--- src/rtl/core/hds_pkg.sv ---
package hds_pkg;

    // Grid and sample geometry
    localparam int DATA_BITS   = 16;
    localparam int MAX_WIDTH   = 1024;
    localparam int MAX_HEIGHT  = 1024;
    localparam int COL_BITS    = $clog2(MAX_WIDTH);
    localparam int ROW_BITS    = $clog2(MAX_HEIGHT);
    localparam int CFG_BITS    = 11;

    // Stencil sum: four times the centre plus four neighbours plus rounding
    localparam int SUM_BITS    = DATA_BITS + 3;

    // Output packing, padded up to whole bytes
    localparam int OUT_BITS    = DATA_BITS + ROW_BITS + COL_BITS;
    localparam int TDATA_BITS  = ((OUT_BITS + 7) / 8) * 8;
    localparam int PAD_BITS    = TDATA_BITS - OUT_BITS;

    // Result queue
    localparam int QUEUE_DEPTH = 4;
    localparam int QPTR_BITS   = $clog2(QUEUE_DEPTH);
    localparam int QCNT_BITS   = QPTR_BITS + 1;

    // Configuration register map (word index taken from paddr[2])
    localparam int  PADDR_BITS      = 3;
    localparam logic REG_GRID_WIDTH  = 1'b0;
    localparam logic REG_GRID_HEIGHT = 1'b1;

    // One window column: row r-2, row r-1 and row r at one column
    typedef struct packed {
        logic [DATA_BITS-1:0] top;
        logic [DATA_BITS-1:0] mid;
        logic [DATA_BITS-1:0] bot;
    } t_col;

    // One result transaction
    typedef struct packed {
        logic                 last;
        logic [COL_BITS-1:0]  col;
        logic [ROW_BITS-1:0]  row;
        logic [DATA_BITS-1:0] temp;
    } t_result;

    // Clamp a dimension register to [3, maxv] and return the last index.
    function automatic logic [CFG_BITS-1:0] clamp_last(input logic [CFG_BITS-1:0] v,
                                                      input int unsigned maxv);
        logic [CFG_BITS-1:0] res;
        if (v < CFG_BITS'(3)) begin
            res = CFG_BITS'(2);
        end else if (v > CFG_BITS'(maxv)) begin
            res = CFG_BITS'(maxv - 1);
        end else begin
            res = v - CFG_BITS'(1);
        end
        return res;
    endfunction

endpackage

--- src/rtl/core/hds_win_cell.sv ---
// One column cell of the stencil window. Cells are chained: each takes the
// column of its left neighbour whenever the window shifts.
module hds_win_cell (
    input  logic          i_clk,
    input  logic          i_shift,
    input  hds_pkg::t_col i_col,
    output hds_pkg::t_col o_col
);
    import hds_pkg::*;

    t_col r_col;
    t_col n_col;

    // Take the neighbour's column on a shift, otherwise hold.
    always_comb begin
        n_col = r_col;
        if (i_shift) begin
            n_col = i_col;
        end
    end

    always_ff @(posedge i_clk) begin
        r_col <= n_col;
    end

    assign o_col = r_col;

endmodule

--- config.mk ---
export PLATFORM = sky130hd
export DESIGN_NAME = hds_win_cell
export DESIGN_NICKNAME = d
export VERILOG_FILES = /design/src/rtl/core/hds_pkg.sv /design/src/rtl/core/hds_win_cell.sv
export SDC_FILE = /design/constraint.sdc
export NUM_CORES = 1
export LEC_CHECK = 0
export BUFFER_PORTS_ARGS = -buffer_cell sky130_fd_sc_hd__buf_2
export CORE_AREA = 2 2 51 76
export DETAILED_ROUTE_END_ITERATION = 16
export DIE_AREA = 0 0 53 78
export GPL_ROUTABILITY_DRIVEN = 0
export GPL_TIMING_DRIVEN = 0
export PLACE_DENSITY = 0.77
export SLEW_MARGIN = 20
export SYNTH_ARGS = -nofsm -noshare
export SYNTH_HDL_FRONTEND = slang
export SYNTH_SLANG_ARGS = --single-unit
--- constraint.sdc ---
create_clock -name i_clk -period 0.8 [get_ports i_clk]
set_input_delay 0.08 -clock i_clk [delete_from_list [all_inputs] [get_ports i_clk]]
set_output_delay 0.08 -clock i_clk [all_outputs]
set_load 0.005 [all_outputs]
==> results.yml <==
critical_path:
  crit_family: "flip-flops"
  critPathMaxStageDelay_ns: 0.40
  worstSetupPathType: "flip-flop to primary output"
  critPathRequiredTime_ns: 0.72
  crit_arrival_ns: 0.84
  path_cells: "buf_2"
  path_max_fanout: 1
  end_kind: "primary output"
  cp_num_buf_inv: 1
  critical_path.slowest_cell: "edfxtp_1"
  worstSetupStartpointType: "flip-flop"
clock_network:
  clockBufferDepth: 2
  postCtsSetupRepairBufs: 0
  clkTransAtPathRegs_ns: 0.08
  clock_sinks: 48
  cts-root-buf: "clkbuf_8"
  htree_levels: 2
  cts_buffers: 5
  cts_tree: "done"
global_routing:
  grt_overflow: 0
  antenna_found_initial: 0
  grt_pass1_vias: 1154
  track_usage_pct: 19.3
  grt_pass1_wl_mm: 5.35
  grt_max_degree: 49
layout:
  largest_register_ffs: 48
  n_fill_cell: 220
  area_delta_synth_final_pct: 78.2
  num-multi-input-gates: 0
  fin_nets: 250
  fin_area_um2: 2570
  drive_above_1_share_pct: 51.2
  antenna_cells: 0
  multi_input_area_um2: 0
sta:
  setup_viol: 48
  worst_pin_slew_ns: 0.582
  period_minus_slack_ns: 0.916
  max_freq_ghz: 1.09
  layout_setup_ws_ns: -0.116
  final.setup.tns_ns: -3.49
  rsz0062_at_grt: "yes"
  slew_viol_final: 0
  slew_headroom_pct: 61.2
  period_share_pct: 115
  hold_viol: 0
detailed_routing:
  detail-route-antenna-nets: 0
  wl_per_cell_um: 15.0
  dr.pass1.iters: 6
  drc: 0
  via_per_inst: 4.32
  drt-initial-drc-count: 50
  routed_wl_mm: 3.64
  vias: 1049
synth:
  synth-seq-cells: 48
  avgSynthCellArea_um2: 30.0
  synth.distinct_cells: 1
  syn_area_um2: 1440
  netlist_instances: 48
  seq_area_frac_synth_pct: 100
  yosysWarnings: 0
  syn-num-nets: 98
flow_run:
  max_cap_viol_count: 0
floorplan:
  num_io_pins: 98
  dieWidth_um: 53
  die_area_um2: 4130
  fp.dieH_um: 78
  start_util_pct: 42.2
  coreArea_um2: 3420
  rows: 26
power:
  p_leak_nw: 1.11
  power_density_nw_per_um2: 2040
  ir_drop_v: 0.00199
outcome:
  violations: "negative setup slack"
  status: "complete, but fails checks"
place:
  placed_area_um2: 1980
  io_buffer_count: 97
hold_path:
  hold_path.class: "input port to flip-flop"
## synthesized netlist by cell type
cell,count,area [um^2]
edfxtp_1,48,1440
## repair_timing
action	CTS	global route
setup endpoints to repair	96	48
hold buffers	48	0
resized for setup	1	0
hold endpoints to repair	48	0
## cell type report
type / instances / area [um^2] / share of cell area [%]
well taps: 42 / 52.6 / 2.05
clock buffers: 5 / 68.8 / 2.68
repair buffers: 145 / 968 / 37.7
clock inverters: 3 / 37.5 / 1.46
flip-flops and latches: 48 / 1440 / 56.1
## kinds of logic (layout without fill, tap and decap cells)
logic type / count (synthesis) / in the layout / share of synthesized area [%]
flops: 48 / 48 / 100
buf+inv: 0 / 153 / 0
## cells in the final DEF, fill, tap and decap left out
cell	synthesis	layout
edfxtp_1	48	48
dlygate4sd3_1	0	48
buf_2	0	96
bufinv_16	0	1
buf_4	0	1
clkinv_1	0	2
clkbuf_8	0	5
## final timing paths
check,start,to,cells past startpoint
worst max-delay path,o_col[41],o_col[41],1
worst min-delay path,i_shift,o_col[4],1
## per-stage QoR
| stage | setup slack [ns] | cells | hold WS [ns] | utilization (%) | power (mW) |
|---|---|---|---|---|---|
| floorplan | 0.365 | 48 | 0.179 | - | 3.12 |
| global placement | -0.388 | 187 | 0.257 | 57.9 | 3.44 |
| detailed placement | -0.446 | 187 | 0.258 | 57.9 | 3.47 |
| CTS | -0.123 | 243 | 0.316 | 75.2 | 5.27 |
| global route | -0.154 | 243 | 0.324 | 75.2 | 5.44 |
| finish | -0.116 | 243 | 0.309 | 75.2 | 5.24 |
## power by group
group          switching, mW  total (mW)  internal, mW
clock network          0.731        1.64         0.909
logic                  0.212       0.569         0.357
registers             0.0456        3.03          2.99
total                  0.989        5.24          4.25
## per-layer routing
| metal | wire length, um | share of wire (%) | GRT usage, % | vias up |
|---|---|---|---|---|
| met2 | 2170 | 60 | 35.1 | 53 |
| met5 | 0 | 0 | 0 | - |
| met3 | 276 | 7.6 | 8.27 | 12 |
| met1 | 1070 | 29 | 17.1 | 488 |
| li1 | - | - | - | 496 |
| met4 | 119 | 3.3 | 9.23 | 0 |
(Power assumes the default switching activity.)
