## config.mk

```make
export PLATFORM = sky130hd
export DESIGN_NAME = hds_out_queue
export DESIGN_NICKNAME = d
export VERILOG_FILES = /design/src/rtl/core/hds_pkg.sv /design/src/rtl/core/hds_out_queue.sv
export SDC_FILE = /design/constraint.sdc
export NUM_CORES = 1
export LEC_CHECK = 0
export BUFFER_PORTS_ARGS = -buffer_cell sky130_fd_sc_hd__buf_2
export CAP_MARGIN = 20
export CORE_MARGIN = 4
export CORE_UTILIZATION = 25
export DETAILED_ROUTE_END_ITERATION = 10
export SLEW_MARGIN = 0
export SYNTH_ARGS = -nofsm -noshare
export SYNTH_HDL_FRONTEND = slang
export SYNTH_SLANG_ARGS = --single-unit
```

## constraint.sdc

```tcl
create_clock -name i_clk -period 2.6 [get_ports i_clk]
set_input_delay 0.26 -clock i_clk [delete_from_list [all_inputs] [get_ports i_clk]]
set_output_delay 0.26 -clock i_clk [all_outputs]
set_load 0.1 [all_outputs]
```

## src/rtl/core/hds_pkg.sv

```systemverilog
package hds_pkg;

    // Grid and sample geometry
    localparam int DATA_BITS   = 16;
    localparam int MAX_WIDTH   = 1024;
    localparam int MAX_HEIGHT  = 1024;
    localparam int COL_BITS    = $clog2(MAX_WIDTH);
    localparam int ROW_BITS    = $clog2(MAX_HEIGHT);
    localparam int CFG_BITS    = 11;

    // Stencil sum: four times the centre plus four neighbours plus rounding
    localparam int SUM_BITS    = DATA_BITS + 3;

    // Output packing, padded up to whole bytes
    localparam int OUT_BITS    = DATA_BITS + ROW_BITS + COL_BITS;
    localparam int TDATA_BITS  = ((OUT_BITS + 7) / 8) * 8;
    localparam int PAD_BITS    = TDATA_BITS - OUT_BITS;

    // Result queue
    localparam int QUEUE_DEPTH = 4;
    localparam int QPTR_BITS   = $clog2(QUEUE_DEPTH);
    localparam int QCNT_BITS   = QPTR_BITS + 1;

    // Configuration register map (word index taken from paddr[2])
    localparam int  PADDR_BITS      = 3;
    localparam logic REG_GRID_WIDTH  = 1'b0;
    localparam logic REG_GRID_HEIGHT = 1'b1;

    // One window column: row r-2, row r-1 and row r at one column
    typedef struct packed {
        logic [DATA_BITS-1:0] top;
        logic [DATA_BITS-1:0] mid;
        logic [DATA_BITS-1:0] bot;
    } t_col;

    // One result transaction
    typedef struct packed {
        logic                 last;
        logic [COL_BITS-1:0]  col;
        logic [ROW_BITS-1:0]  row;
        logic [DATA_BITS-1:0] temp;
    } t_result;

    // Clamp a dimension register to [3, maxv] and return the last index.
    function automatic logic [CFG_BITS-1:0] clamp_last(input logic [CFG_BITS-1:0] v,
                                                      input int unsigned maxv);
        logic [CFG_BITS-1:0] res;
        if (v < CFG_BITS'(3)) begin
            res = CFG_BITS'(2);
        end else if (v > CFG_BITS'(maxv)) begin
            res = CFG_BITS'(maxv - 1);
        end else begin
            res = v - CFG_BITS'(1);
        end
        return res;
    endfunction

endpackage

```

## src/rtl/core/hds_out_queue.sv

```systemverilog
// Small result queue. Its full flag comes from a register, so the input
// side never waits on the downstream ready combinationally.
module hds_out_queue (
    input  logic             i_clk,
    input  logic             i_rst_n,
    input  logic             i_wr_en,
    input  hds_pkg::t_result i_wr_data,
    output logic             o_full,
    output logic             o_valid,
    input  logic             i_ready,
    output hds_pkg::t_result o_rd_data
);
    import hds_pkg::*;

    t_result              r_mem [QUEUE_DEPTH];
    logic [QPTR_BITS-1:0] r_wr_ptr;
    logic [QPTR_BITS-1:0] r_rd_ptr;
    logic [QCNT_BITS-1:0] r_count;
    logic [QPTR_BITS-1:0] n_wr_ptr;
    logic [QPTR_BITS-1:0] n_rd_ptr;
    logic [QCNT_BITS-1:0] n_count;
    logic                 rd_en;

    assign o_valid   = (r_count != '0);
    assign o_full    = (r_count == QCNT_BITS'(QUEUE_DEPTH));
    assign rd_en     = o_valid && i_ready;
    assign o_rd_data = r_mem[r_rd_ptr];

    // Pointer and occupancy update
    always_comb begin
        n_wr_ptr = r_wr_ptr;
        n_rd_ptr = r_rd_ptr;
        n_count  = r_count;
        if (i_wr_en) begin
            n_wr_ptr = r_wr_ptr + QPTR_BITS'(1);
        end
        if (rd_en) begin
            n_rd_ptr = r_rd_ptr + QPTR_BITS'(1);
        end
        if (i_wr_en && !rd_en) begin
            n_count = r_count + QCNT_BITS'(1);
        end else if (!i_wr_en && rd_en) begin
            n_count = r_count - QCNT_BITS'(1);
        end
    end

    always_ff @(posedge i_clk) begin
        if (!i_rst_n) begin
            r_wr_ptr <= '0;
            r_rd_ptr <= '0;
            r_count  <= '0;
        end else begin
            r_wr_ptr <= n_wr_ptr;
            r_rd_ptr <= n_rd_ptr;
            r_count  <= n_count;
        end
    end

    // Entry storage
    always_ff @(posedge i_clk) begin
        if (i_wr_en) begin
            r_mem[r_wr_ptr] <= i_wr_data;
        end
    end

endmodule

```

==> metrics <==
Post-Syn Area a little under 6000 um2; ratio of cells with drive above 1 in the final layout 44.8%; Cell Pwr Density roughly 1200 nW/um2; number of instances in the synthesized netlist 236; Total Die Area 26000 um2; syn nets 283; global-route wire length before repair ~18000 um; Maximum Capacitance Violations 0; synth unique cells 22; number of nets still failing antenna checks after routing 0; detailed-route wire length 11400 um; CTS sink cnt ~160; most common cell after layout, fill and taps aside sky130_fd_sc_hd__edfxtp_1; Area growth syn-to-layout 24.0%; number of DRC violations after detailed routing 0; Data required, critical path 2340 ps; Sw Pwr between 0.003 and 0.004 W; clock share of power between 20% and 30%; via count of the first global-routing pass 2973; # fillers roughly 2200; r2r startpoint r_count[1]; initial cell density of the core 25.7%; endpoint of the lowest-slack register-to-register path r_count[2]; Max Fanout on Critical Path 22; fraction of the cycle the final worst path needs 94.1%; source-to-sink clock delay at the later pin of the worst-skew pair approximately 420 ps; Final Hold Fails 0; GRT overflow 0; deepest level of the CTS H-tree 4; sequential share of power 36.2%; number of instances on the worst hold path 1; net count of the finished layout between 300 and 400; setup slack, reg-to-reg 480 ps; number of placed I/O pins 80; maximum count of clock buffers along a single path 2; clock input transition at the sequential cells of the worst setup and hold paths around 70 ps; final number of max-transition violations 0; initial antenna violation count 1; Placeable Area about 23000 um2; worst-case vdd ir drop just over 0.5 mV; sequential cell area fraction in the yosys report 78.8%; worst relative slew slack 54.7%; largest net degree at the start of global routing 23; Vias 2680; RSZ-0062 raised after global routing false; Register-to-Register Path Depth 7; post-DR wirelength/cell approximately 17 um; kind of launch point of the worst setup path register; sequential cell area 4630 um2; critical path class register to output port; total half-perimeter wirelength after legalization and detailed placement 7250 um; maximum clock frequency 409 MHz; arrival time worst endpoint about 2200 ps; final critical-path required period 2450 ps; area of combinational cells with multiple inputs 1150 um2; setup_tns 0 ps; Min-Delay Path Class input pin to register; number of design-rule violations left by the first detailed-router iteration around 150; number of rows created at floorplan 55; reported leakage power 2.43 nW; via count normalized by instance count 4.07; number of warnings reported in the yosys synthesis log 0; part of the power in combinational logic 35.2%; RD Place Congestion 0.585; switching part of the total 40.8%; cell internal pwr a little over 0.005 W; Final Skew 8.17 ps; Overall Global Routing Usage 9.14%; router iterations before antenna repair 4; Power Total between 0.008 and 0.009 W; number of storage elements in the synthesis netlist roughly 160; Die W 161 um; transition time at the pin with the least slew margin 680 ps; Critical Path Sink o_rd_data[16]; average cell area after synthesis between 20 and 25 um2; Gates resized, CTS repair 0; number of endpoints failing setup at the final stage 0; count of input and output buffers 79; die extent in y about 160 um; clock buffers created by TritonCTS 17; # hold bufs at CTS 0; Antenna Diode Count 0; clock root buffer master sky130_fd_sc_hd__clkbuf_16; number of setup buffers added after CTS 0; result of the run finished, final reports clean; commonest cells after routing, fill and taps aside sky130_fd_sc_hd__edfxtp_1, sky130_fd_sc_hd__buf_2, sky130_fd_sc_hd__mux4_2; kind of end point of the critical path output port; CTS tree done
==> power groups by stage <==
stage | clock (W) | combinational [W] | sequential, W
finish | 0.00244 | 0.00301 | 0.00310
global route | 0.00262 | 0.00313 | 0.00314
CTS | 0.00251 | 0.00306 | 0.00312
detailed placement | 0 | 0.00306 | 0.00317
global placement | 0 | 0.00303 | 0.00316
floorplan | 0 | 0.00275 | 0.00304
==> layer usage <==
layer | share of wire, % | track usage, %
met1 | 42 | 10.4
met2 | 52 | 15.8
met3 | 4.9 | 3.52
met4 | 1.0 | 3.26
met5 | 0.18 | 0
==> cells in the mapped netlist <==
library cell	instances	area, um2
sky130_fd_sc_hd__and2_1	9	56.3
sky130_fd_sc_hd__a21boi_0	1	7.51
sky130_fd_sc_hd__clkbuf_2	1	5.00
sky130_fd_sc_hd__fa_1	1	20.0
sky130_fd_sc_hd__buf_6	1	11.3
sky130_fd_sc_hd__o311ai_2	1	16.3
sky130_fd_sc_hd__xnor2_1	3	26.3
sky130_fd_sc_hd__or3_1	2	12.5
sky130_fd_sc_hd__buf_2	3	15.0
sky130_fd_sc_hd__ha_1	5	62.6
sky130_fd_sc_hd__mux4_2	30	676
sky130_fd_sc_hd__nor2b_1	2	12.5
sky130_fd_sc_hd__dfxtp_1	9	180
sky130_fd_sc_hd__inv_1	3	11.3
sky130_fd_sc_hd__edfxtp_1	148	4440
sky130_fd_sc_hd__nor3b_1	1	7.51
sky130_fd_sc_hd__o21ai_0	1	5.00
sky130_fd_sc_hd__buf_12	3	60.1
sky130_fd_sc_hd__mux4_1	7	184
sky130_fd_sc_hd__o31ai_4	1	21.3
sky130_fd_sc_hd__xor2_1	2	17.5
sky130_fd_sc_hd__mux2i_1	2	20.0
==> critical path: stages, from the launching register on <==
cell                      delay [ps]
sky130_fd_sc_hd__dfxtp_4         660
sky130_fd_sc_hd__buf_12          250
sky130_fd_sc_hd__mux4_2          540
sky130_fd_sc_hd__buf_2           310
==> area by class of cell <==
cell class	instances	area share, %
Tap cell	313	5.38
Clock buffer	18	5.89
Sequential cell	157	63.6
Clock inverter	14	2.15
Timing Repair Buffer	86	7.01
Multi-Input combinational cell	68	15.9
Inverter	3	0.155
==> metrics by stage <==
stage	hold WS (ps)	setup slack, ps	cell area [um2]	utilization, %	instances
2_1_floorplan	359	658	5880	-	236
3_3_place_gp	469	546	6700	29.3	627
3_5_place_dp	478	446	6700	29.3	627
4_1_cts	23.5	42.6	7280	31.9	659
5_1_grt	24.3	11.1	7280	31.9	659
6_report	47.5	154	7280	31.9	659
==> state kept, by name, indices dropped and copies added (netlist names), named ones only <==
| signal | count |
|---|---|
| r_mem | 148 |
| r_count | 3 |
| r_rd_ptr | 2 |
| r_wr_ptr | 2 |
==> cells by family after synthesis <==
kind of cell	after synthesis	share of synthesized area, %
buf+inv	11	1.75
mux	39	15.0
simple gates	14	1.51
compound gates	4	0.852
xor+xnor	5	0.746
flops	157	78.8
fa+ha+maj	6	1.41
==> worst min path at each step <==
stage               slack [ps]     startpoint      endpoint
floorplan                  360   i_wr_data[0]   r_mem[0][0]
detailed placement         480   i_wr_data[2]   r_mem[0][2]
CTS                         20  i_wr_data[16]  r_mem[1][16]
global route                20  i_wr_data[16]  r_mem[1][16]
finish                      50  i_wr_data[16]  r_mem[1][16]
global placement           470   i_wr_data[6]   r_mem[3][6]
(Power assumes the default switching activity.)
